## src/sv/handle_table_engine_assert.svh

```systemverilog
// Assertion macros for the handle table engine.
`ifndef HANDLE_TABLE_ENGINE_ASSERT_SVH
`define HANDLE_TABLE_ENGINE_ASSERT_SVH

// Same-cycle implication, checked out of reset.
`define HTE_ASSERT_IMP(lbl, ante, cons, msg) \
  lbl: assert property (@(posedge clk_i) disable iff (!rst_ni) (ante) |-> (cons)) \
    else $error(msg);

// Next-cycle implication, checked out of reset.
`define HTE_ASSERT_NXT(lbl, ante, cons, msg) \
  lbl: assert property (@(posedge clk_i) disable iff (!rst_ni) (ante) |=> (cons)) \
    else $error(msg);

`endif

```

## src/sv/hte_pkg.sv

```systemverilog
// Package for the handle table engine: sizes, codes, transaction types, free-slot search.
`timescale 1ns / 1ps

package hte_pkg;

  localparam int unsigned SLOT_COUNT = 64;
  localparam int unsigned IDX_W      = $clog2(SLOT_COUNT);
  localparam logic [1:0]  ALIGN_MASK = 2'd3;

  localparam int unsigned OBJ_W    = 16;
  localparam int unsigned ACC_W    = 32;
  localparam int unsigned KIND_W   = 8;
  localparam int unsigned ENTRY_W  = OBJ_W + ACC_W + KIND_W;

  typedef enum logic [1:0] {
    FUNC_INSERT = 2'd0,
    FUNC_LOOKUP = 2'd1,
    FUNC_CLOSE  = 2'd2,
    FUNC_CLEAR  = 2'd3
  } func_e;

  typedef enum logic [2:0] {
    ST_OK         = 3'd0,
    ST_BAD_PARAM  = 3'd1,
    ST_BAD_HANDLE = 3'd2,
    ST_DENIED     = 3'd3,
    ST_KIND       = 3'd4,
    ST_FULL       = 3'd5
  } status_e;

  typedef enum logic {
    S_IDLE = 1'b0,
    S_EXEC = 1'b1
  } state_e;

  typedef struct packed {
    logic [1:0]  func;
    logic [15:0] handle_in;
    logic [15:0] object_id;
    logic [31:0] access_bits;
    logic [7:0]  object_kind;
  } req_t;

  typedef struct packed {
    logic [2:0]  status;
    logic [7:0]  handle_out;
    logic [15:0] object_out;
    logic [5:0]  used_count;
  } rsp_t;

  typedef struct packed {
    logic [OBJ_W-1:0]  object;
    logic [ACC_W-1:0]  access;
    logic [KIND_W-1:0] kind;
  } entry_t;

  typedef struct packed {
    logic             found;
    logic [IDX_W-1:0] idx;
  } free_t;

  // Lowest clear bit from index 1 upward; slot 0 is reserved.
  function automatic free_t find_free(input logic [SLOT_COUNT-1:0] valid);
    free_t res;
    res.found = 1'b0;
    res.idx   = '0;
    for (int i = SLOT_COUNT - 1; i >= 1; i--) begin
      if (!valid[i]) begin
        res.found = 1'b1;
        res.idx   = IDX_W'(i);
      end
    end
    return res;
  endfunction

endpackage

```

## src/sv/hte_slot_ram.sv

```systemverilog
// Single-port-write, registered-read RAM holding the slot entries.
`timescale 1ns / 1ps

module hte_slot_ram #(
  parameter int unsigned DATA_W = 56,
  parameter int unsigned DEPTH  = 64,
  parameter int unsigned ADDR_W = $clog2(DEPTH)
) (
  input  logic              clk_i,
  input  logic              wr_en_i,
  input  logic [ADDR_W-1:0] wr_addr_i,
  input  logic [DATA_W-1:0] wr_data_i,
  input  logic              rd_en_i,
  input  logic [ADDR_W-1:0] rd_addr_i,
  output logic [DATA_W-1:0] rd_data_o
);

  logic [DATA_W-1:0] mem_q [DEPTH];
  logic [DATA_W-1:0] rd_data_q;

  always_ff @(posedge clk_i) begin
    if (wr_en_i) begin
      mem_q[wr_addr_i] <= wr_data_i;
    end
  end

  always_ff @(posedge clk_i) begin
    if (rd_en_i) begin
      rd_data_q <= mem_q[rd_addr_i];
    end
  end

  assign rd_data_o = rd_data_q;

endmodule

```

## src/sv/handle_table_engine.sv

```systemverilog
// Handle table engine: first-free handle allocator with lookup, close and clear.
// Flow: the slot RAM is read on the accepting edge, then the execute step registers the result
//   once the output can take it; a new transaction is accepted only after that execute step,
//   which checks, writes back and updates the valid vector.
// Reset: valid vector, slot count, FSM and output valid clear at once; the slot RAM is
//   not cleared and needs no clearing pass, empty slots are marked by the valid vector.
`timescale 1ns / 1ps
`include "handle_table_engine_assert.svh"

module handle_table_engine
  import hte_pkg::*;
(
  input  logic clk_i,
  input  logic rst_ni,
  input  logic in_valid_i,
  output logic in_ready_o,
  input  req_t in_data_i,
  output logic out_valid_o,
  input  logic out_ready_i,
  output rsp_t out_data_o
);

  state_e state_q, state_d;
  req_t   req_q;
  rsp_t   rsp_q, rsp_d;
  logic   out_valid_q;

  logic [SLOT_COUNT-1:0] valid_q, valid_d;
  logic [IDX_W-1:0]      count_q, count_d;

  logic   accept;
  logic   can_issue;
  logic   exec_fire;

  logic             ram_we;
  logic [IDX_W-1:0] ram_waddr;
  entry_t           ram_wdata;
  entry_t           ram_rdata;
  logic [ENTRY_W-1:0] ram_rdata_raw;

  logic [13:0]      hidx;
  logic [IDX_W-1:0] idx_q;
  logic             handle_ok;
  free_t            free_slot;

  // Next state
  always_comb begin
    state_d = state_q;
    case (state_q)
      S_IDLE: begin
        if (in_valid_i) state_d = S_EXEC;
      end
      S_EXEC: begin
        if (can_issue) state_d = S_IDLE;
      end
      default: state_d = S_IDLE;
    endcase
  end

  // FSM outputs
  always_comb begin
    in_ready_o = 1'b0;
    exec_fire  = 1'b0;
    case (state_q)
      S_IDLE:  in_ready_o = 1'b1;
      S_EXEC:  exec_fire  = can_issue;
      default: ;
    endcase
  end

  assign accept    = in_valid_i & in_ready_o;
  assign can_issue = !out_valid_q || out_ready_i;

  hte_slot_ram #(
    .DATA_W (ENTRY_W),
    .DEPTH  (SLOT_COUNT)
  ) u_slot_ram (
    .clk_i     (clk_i),
    .wr_en_i   (ram_we),
    .wr_addr_i (ram_waddr),
    .wr_data_i (ram_wdata),
    .rd_en_i   (accept),
    .rd_addr_i (in_data_i.handle_in[IDX_W+1:2]),
    .rd_data_o (ram_rdata_raw)
  );

  assign ram_rdata = entry_t'(ram_rdata_raw);

  assign hidx      = req_q.handle_in[15:2];
  assign idx_q     = req_q.handle_in[IDX_W+1:2];
  assign handle_ok = ((req_q.handle_in[1:0] & ALIGN_MASK) == 2'd0) && (hidx != 14'd0) &&
                     (hidx < 14'(SLOT_COUNT)) && valid_q[idx_q];
  assign free_slot = find_free(valid_q);

  // Execute step: checks, write-back and result
  always_comb begin
    valid_d          = valid_q;
    count_d          = count_q;
    ram_we           = 1'b0;
    ram_waddr        = free_slot.idx;
    ram_wdata.object = req_q.object_id;
    ram_wdata.access = req_q.access_bits;
    ram_wdata.kind   = req_q.object_kind;
    rsp_d            = '0;
    rsp_d.status     = ST_OK;
    case (func_e'(req_q.func))
      FUNC_INSERT: begin
        if (req_q.object_id == '0) begin
          rsp_d.status = ST_BAD_PARAM;
        end else if (!free_slot.found) begin
          rsp_d.status = ST_FULL;
        end else begin
          ram_we                   = 1'b1;
          valid_d[free_slot.idx]   = 1'b1;
          count_d                  = count_q + 1'b1;
          rsp_d.handle_out         = 8'({free_slot.idx, 2'b00});
        end
      end
      FUNC_LOOKUP: begin
        if (!handle_ok) begin
          rsp_d.status = ST_BAD_HANDLE;
        end else if ((req_q.access_bits != '0) &&
                     ((ram_rdata.access & req_q.access_bits) != req_q.access_bits)) begin
          rsp_d.status = ST_DENIED;
        end else if ((req_q.object_kind != '0) && (ram_rdata.kind != req_q.object_kind)) begin
          rsp_d.status = ST_KIND;
        end else begin
          rsp_d.object_out = ram_rdata.object;
        end
      end
      FUNC_CLOSE: begin
        if (!handle_ok) begin
          rsp_d.status = ST_BAD_HANDLE;
        end else begin
          valid_d[idx_q] = 1'b0;
          if (count_q != '0) count_d = count_q - 1'b1;
        end
      end
      FUNC_CLEAR: begin
        valid_d = '0;
        count_d = '0;
      end
      default: ;
    endcase
    if (!exec_fire) begin
      ram_we  = 1'b0;
      valid_d = valid_q;
      count_d = count_q;
    end
    rsp_d.used_count = 6'(count_d);
  end

  always_ff @(posedge clk_i or negedge rst_ni) begin
    if (!rst_ni) begin
      state_q     <= S_IDLE;
      valid_q     <= '0;
      count_q     <= '0;
      out_valid_q <= 1'b0;
    end else begin
      state_q <= state_d;
      valid_q <= valid_d;
      count_q <= count_d;
      if (exec_fire) begin
        out_valid_q <= 1'b1;
      end else if (out_ready_i) begin
        out_valid_q <= 1'b0;
      end
    end
  end

  always_ff @(posedge clk_i) begin
    if (accept) req_q <= in_data_i;
    if (exec_fire) rsp_q <= rsp_d;
  end

  assign out_valid_o = out_valid_q;
  assign out_data_o  = rsp_q;

  `HTE_ASSERT_IMP(a_count_matches, 1'b1, $countones(valid_q) == int'(count_q), "slot count out of step with valid vector")
  `HTE_ASSERT_IMP(a_slot0_free, 1'b1, !valid_q[0], "reserved slot zero marked used")
  `HTE_ASSERT_NXT(a_exec_result, exec_fire, out_valid_o, "executed transaction produced no result")

endmodule
```

## config.mk

```make
export PLATFORM = sky130hd
export DESIGN_NAME = handle_table_engine
export DESIGN_NICKNAME = d
export VERILOG_FILES = /design/src/sv/hte_pkg.sv /design/src/sv/hte_slot_ram.sv /design/src/sv/handle_table_engine.sv
export VERILOG_INCLUDE_DIRS = /design/src /design/src/sv
export SDC_FILE = /design/constraint.sdc
export NUM_CORES = 2
export LEC_CHECK = 0
export BUFFER_PORTS_ARGS = -buffer_cell sky130_fd_sc_hd__buf_4
export CAP_MARGIN = 20
export CORE_UTILIZATION = 30
export CTS_BUF_LIST = sky130_fd_sc_hd__clkbuf_16
export DETAILED_ROUTE_END_ITERATION = 6
export SYNTH_ARGS = -nofsm -noshare
export SYNTH_HDL_FRONTEND = slang
export SYNTH_SLANG_ARGS = --single-unit
export TNS_END_PERCENT = 5
```

## constraint.sdc

```tcl
create_clock -name clk_i -period 16 [get_ports clk_i]
set_clock_uncertainty 0.05 [all_clocks]
set_input_delay 0.8 -clock clk_i [delete_from_list [all_inputs] [get_ports clk_i]]
set_output_delay 0.8 -clock clk_i [all_outputs]
set_load 0.005 [all_outputs]
```

Word level (Yosys, flattened, before mapping)
Memories as Yosys holds them, arrays and structs flattened. A register that Yosys moved wholly into a read port is not among the register bits.
Index checks and enable logic that the tools add are counted.
{"block": "classes", "addsub": 2, "order_cmp": 5, "n_eq_ne": 8, "muxes": 99, "bitwise_logic": 10, "reduce_logical": 22}
{"op": "two-way mux 7 bit", "n": 63}
{"op": "two-way mux 64 bit", "n": 3}
{"op": "case mux 64 bit (3 select lines)", "n": 1}
{"op": "bitwise AND 64 bit", "n": 1}
{"op": "inverter 64 bit", "n": 1}
{"op": "OR 64 bit", "n": 1}
{"op": "bitwise AND 32 bit", "n": 1}
{"op": "!= test 32 bit", "n": 1}
{"op": "nonzero test 32 bit", "n": 1}
{"op": "two-way mux 6 bit", "n": 5}
{"op": "case mux 6 bit (3 select lines)", "n": 1}
{"op": "logical NOT 16 bit", "n": 1}
{"op": "two-way mux 1 bit", "n": 15}
{"op": "two-way mux 3 bit", "n": 5}
{"op": "< comparator 14 x 7 -> 1 bit, second input constant", "n": 1}
{"op": "< comparator 6 x 7 -> 1 bit, second input constant", "n": 2}
{"op": "nonzero test 14 bit", "n": 1}
{"op": "demux 1 bit (select 6 bit)", "n": 2}
{"op": "greater-or-equal comparator 6 x 1 -> 1 bit, second input constant", "n": 2}
{"op": "case mux 3 bit (3 select lines)", "n": 1}
{"op": "!= test 8 bit", "n": 1}
{"op": "nonzero test 8 bit", "n": 1}
{"op": "logical AND 1 bit", "n": 7}
{"op": "adder 6 x 1 -> 6 bit, second input constant", "n": 1}
{"op": "19 further kinds", "n": 27}
{"block": "totals", "regBits": 179, "ramBits": 3584, "input_bits": 78, "out_inout_bits": 35, "memories": 1}
{"memory": "u_slot_ram.mem_q", "depth": 64, "word_bits": 56, "read_ports": 1, "rd_ports_with_merged_regs": 1, "wr": 1, "line": "hte_slot_ram.sv:18", "source": "logic [DATA_W-1:0] mem_q [DEPTH];"}

Depth between registers and ports, before layout
{"block": "logic_depth", "depth_word": 71, "ltp_mapped": 14, "ltp_nobuf": 8}

Modules after synthesis
From an unflattened synthesis, not the netlist that was laid out.
{"block": "hier_totals", "hier_cells": 6886, "hier_area_um2": 147007.2}
{"module": "hte_slot_ram", "instances": 1, "cells_each": 5949, "area_each_um2": 137544.4, "seq_area_each_um2": 109304.8}
{"module": "handle_table_engine", "instances": 1, "cells_each": 937, "area_each_um2": 9462.8, "seq_area_each_um2": 4954.8}

Least setup slack after synthesis
Ideal clock, no wire load.
{"block": "synth_timing", "path_type": "flip-flop to flip-flop", "startpoint": "register req_q (netlist bit ram_wdata[42])", "endpoint": "memory u_slot_ram.mem_q[3][0] (enable)", "setup_time_ns": 0.612, "arrival_time_ns": 7.411, "required_ns": 15.338, "path_slack_ns": 7.927, "stages_incl_launch_ff": 7, "period_less_slack_ns": 8.073, "cell_sequence": "edfxtp_1 nor4_1 and4_1 nand2b_1 nor2_1 o21ai_0 nor4_1"}
{"block": "synth_between", "elab_chain_cells": 6}
{"element": "start: declaration", "line": "handle_table_engine.sv:24", "source": "req_t req_q;"}
{"element": "start signal: assignment", "line": "handle_table_engine.sv:172", "source": "if (accept) req_q <= in_data_i;"}
{"element": "logical NOT 16 bit", "line": "handle_table_engine.sv:108", "source": "if (req_q.object_id == '0) begin"}
{"element": "two-way mux 1 bit", "line": "handle_table_engine.sv:108"}
{"element": "two-way mux 1 bit", "line": "handle_table_engine.sv:106", "source": "case (func_e'(req_q.func))"}
{"element": "two-way mux 1 bit", "line": "handle_table_engine.sv:145", "source": "if (!exec_fire) begin"}
{"element": "two-way mux 1 bit", "line": "hte_slot_ram.sv:22", "source": "if (wr_en_i) begin"}
{"element": "two-way mux 1 bit (implied by the code)", "line": "hte_slot_ram.sv:23", "source": "mem_q[wr_addr_i] <= wr_data_i;"}
{"element": "end: declaration", "line": "hte_slot_ram.sv:18"}
No other way between the ends.

Final worst setup path
{"block": "layout_timing", "startpoint": "register req_q (netlist bit ram_wdata[42])", "endpoint": "memory u_slot_ram.mem_q[32][21] (enable)"}
The elaborated chain is that of the path after synthesis.

==> metrics.txt <==
status=complete, but fails checks; failing checks=design-rule violations; H-Tree Depth=5; global-route usage over all layers=roughly 17%; CP startpoint=ram_wdata[42]$_DFFE_PP_; Clock Tree Buf Depth=4; nets@finish=between 6000 and 7000; Area growth syn-to-layout=15.96%; Tightest Pin Transition=about 1.2 ns; #FFs+latches synth=~3800; critical path data arrival time=~6.3 ns; vias in the first global route=71167; share of cells above drive strength 1=31.53%; first-pass GRT wire length=579500 um; Max Clk Rate=approximately 170 MHz; worst min-delay path class=input port to register; I/O pins=approximately 110; die height=roughly 700 um; CTS tree=yes; switching part of the total=22.70%; data required time at the worst endpoint=roughly 17 ns; sw power=a little under 5 mW; DRT Pass-1 Iters=7; Reg-to-Reg Start=ram_wdata[42]$_DFFE_PP_; total internal power=approximately 17 mW; hold path endpoint=ram_wdata[19]$_DFFE_PP_; minimum clock period=~5.8 ns; register area share after synthesis=about four fifths; Worst Setup Start Kind=register; GR Overflow Total=0; Total Routed Length=~420000 um; setup tns final=0 ns; post-CTS setup repair buffer count=0; Mean Syn Cell Area=24.29 sq um; critical path endpoint category=register; Crit Path Class=register to register; most used cell along the critical path=buf_4; unique cell type count in the Yosys netlist=75; final cell count without fillers=13331; warning count from the yosys run=0; Post-synth EDFFs=roughly 3700; ys async rst share=1.886%; IO Port Bufs=between 100 and 150; placement row count=between 200 and 300; clock share of power=approximately 40%; post_cts resized=0; CTS Sinks=roughly 3800; multi-input logic area=~31000 sq um; RSZ-0062 raised after global routing=false; Crit path max-delay family=simple AND/OR/NAND/NOR gates; starting DRC count in detailed routing=10587; critical path buffer and inverter count=3; Synth area leaders=edfxtp_1 (77%), mux4_2 (18%), dfrtp_1 (1.2%); cells along the critical path=buf_4 > nor4_1 > and4_1 > or3_1 > nor4_1 > nand2b_1 > or2_1 > nor2_4 > buf_4 > buf_4; path depth of the worst reg2reg path=10; Pwr per Cell Area=roughly 130 nW/um^2; master cell of the clock root buffer=clkbuf_16; CTS Buf Count=just under 400; max_slew headroom=about 18%; hold path cells=1; Peak VDD IR=just under 0.00009 V; Core ar.=slightly below 500000 sq um; GP Congestion=0.8672; mapped cell area=between 100000 and 150000 sq um; placed cell areas=about 160000 sq um; Clock Latency Late Sink=between 0.9 and 1 ns; drt drc=2; Synth Instances=~6000; dpl ws=between 9 and 10 ns; slowest stage delay, CP=0.82 ns; fill count=44185; via/cell ratio=5.315; Crit-path slowest cell=buf_4; clk slew on worst S/H paths=~0.060 ns; vias=around 71000; hold buffer count at CTS=65; endpoints failing setup=0; DR WL/cell=approximately 32 um; reg2reg setup slack=between 10 and 15 ns; worst-path fanout max=65; initial antenna violation count=21; Sequential Power Share=52.8%; Comb pwr share=7.1%; Antenna Nets Post-Route=0; Max Slew Vio Count=0; Worst Hold Launch=in_data_i[19]; Storage cell area=roughly 110000 sq um; r2r endpoint=u_slot_ram.mem_q[32][21]$_DFFE_PP_; dpl cells=roughly 13000; die width=about 700 um; Synth top area share=about three quarters; fin worst setup slack=a little over 10 ns; dpl hpwl=213600 um; final hold vios=0; largest net degree at the start of global routing=134; Max-cap violations=0; initial core utilization=between 30% and 40%; Die ar.=489900 sq um; final instance area=169500 sq um; P_leak=between 50 and 60 nW; cell taking the most area after synthesis=edfxtp_1; period utilisation layout=36.07%; Synth Flop Type=edfxtp_1
## cell usage after synthesis, types with 4 or more instances
| master | number |
|---|---|
| edfxtp_1 | 3745 |
| mux4_2 | 1160 |
| clkbuf_1 | 203 |
| nor2_1 | 91 |
| a21oi_1 | 88 |
| dfrtp_1 | 72 |
| nand2_1 | 67 |
| buf_2 | 59 |
| o22a_1 | 57 |
| inv_1 | 53 |
| o21ai_0 | 43 |
| buf_1 | 34 |
| mux2i_1 | 24 |
| mux2_2 | 23 |
| nand3_1 | 23 |
| nand4_1 | 22 |
| nor3_1 | 22 |
| and2_1 | 20 |
| nor4_1 | 18 |
| nor2b_1 | 16 |
| o22ai_1 | 15 |
| nand2b_1 | 14 |
| or2_2 | 10 |
| xnor2_1 | 9 |
| a221oi_1 | 8 |
| a31oi_1 | 7 |
| nand3b_1 | 7 |
| and3_1 | 6 |
| a21boi_0 | 5 |
| a22oi_1 | 5 |
| and4_1 | 5 |
| buf_4 | 5 |
| a22o_1 | 4 |
| a311oi_1 | 4 |
| buf_6 | 4 |
| o31a_1 | 4 |
## metal layers
metal / track usage (%) / wire length, um / vias to the layer above
li1: - / - / 27232
met1: 23.06 / 165500 / 38894
met2: 27.57 / 204300 / 4026
met3: 2.913 / 39540 / 699
met4: 4.515 / 12070 / 2
met5: 0 / 13 / -
## registers in the layout (all words and copies together), names as in the netlist
| register | flops |
|---|---|
| req_q | 4 |
| out_data_o | 31 |
| state_q | 1 |
| hidx | 14 |
| count_q | 6 |
| u_slot_ram.mem_q | 3584 |
| ram_wdata | 56 |
| u_slot_ram.rd_data_o | 56 |
| out_valid_o | 1 |
| valid_q | 64 |
## cell type report
class | instances | area share [%]
antenna | 7 | 0.01034
tap | 6425 | 4.744
inverter | 53 | 0.1174
clock inverter | 295 | 1.387
sequential | 3817 | 67.43
clock buffer | 394 | 5.819
multi-input combinational | 1897 | 18.35
timing repair buffer | 443 | 2.143
## worst register-to-register path, delay by kind of cell (launching register included)
family	cells	cell delay, ns
AND/OR/NAND/NOR	7	3.02
buffers and inverters	3	1.87
flip-flops	1	0.32
## logic make-up after synthesis
group | count (synthesis) | synth area share [%]
simple gates | 335 | 1.160
compound gates | 284 | 1.328
fa+ha+maj | 3 | 0.02569
flops | 3817 | 78.19
other cells | 1 | 0.002566
mux | 1208 | 18.23
buf+inv | 359 | 1.007
xor+xnor | 9 | 0.05395
## placed cells by master, fill, tap and decap left out, types with 23 or more instances in the layout
| cell type | Yosys | final |
|---|---|---|
| a21oi_1 | 88 | 87 |
| o21ai_0 | 43 | 42 |
| mux2_2 | 23 | 23 |
| clkinv_2 | 0 | 58 |
| nor2_1 | 91 | 36 |
| clkinv_1 | 0 | 91 |
| mux4_2 | 1160 | 1160 |
| o22a_1 | 57 | 57 |
| clkbuf_16 | 0 | 394 |
| conb_1 | 1 | 58 |
| bufinv_16 | 0 | 31 |
| nor2_4 | 0 | 55 |
| edfxtp_1 | 3745 | 3745 |
| nand2_1 | 67 | 67 |
| dlygate4sd3_1 | 0 | 65 |
| mux2i_1 | 24 | 24 |
| nand3_1 | 23 | 23 |
| dfrtp_1 | 72 | 72 |
| inv_1 | 53 | 127 |
| buf_4 | 5 | 366 |
## power by group through the flow
| stage | sequential [mW] | clock, mW | combinational, mW |
|---|---|---|---|
| 3_3_place_gp | 11.8 | 0 | 1.49 |
| 3_5_place_dp | 11.8 | 0 | 1.54 |
| 2_1_floorplan | 12.0 | 0 | 0.681 |
| 6_report | 11.6 | 8.80 | 1.55 |
| 4_1_cts | 11.6 | 8.92 | 1.56 |
| 5_1_grt | 11.6 | 9.28 | 1.64 |
## stage by stage
stage | total power [mW] | hold slack, ns | utilization [%]
final | 21.90 | 0.03604 | 35.03
after floorplan | 12.64 | 0.4464 | -
after detailed placement | 13.31 | 0.4571 | 32.36
after global routing | 22.48 | 0.02374 | 35.03
after CTS | 22.04 | 0.002930 | 35.02
after global placement | 13.25 | 0.4631 | 32.36
## worst max-delay path by stage
stage / endpoint / cells past startpoint / slack [ns]
6_report: u_slot_ram.mem_q[32][21]$_DFFE_PP_ / 10 / 10.23
5_1_grt: u_slot_ram.mem_q[32][21]$_DFFE_PP_ / 10 / 9.98
4_1_cts: u_slot_ram.mem_q[32][21]$_DFFE_PP_ / 10 / 10.18
3_5_place_dp: u_slot_ram.rd_data_o[7]$_DFFE_PP_ / 7 / 9.74
3_3_place_gp: u_slot_ram.rd_data_o[9]$_DFFE_PP_ / 9 / 9.76
2_1_floorplan: u_slot_ram.mem_q[3][0]$_DFFE_PP_ / 6 / 7.93
(Power assumes the default switching activity.)
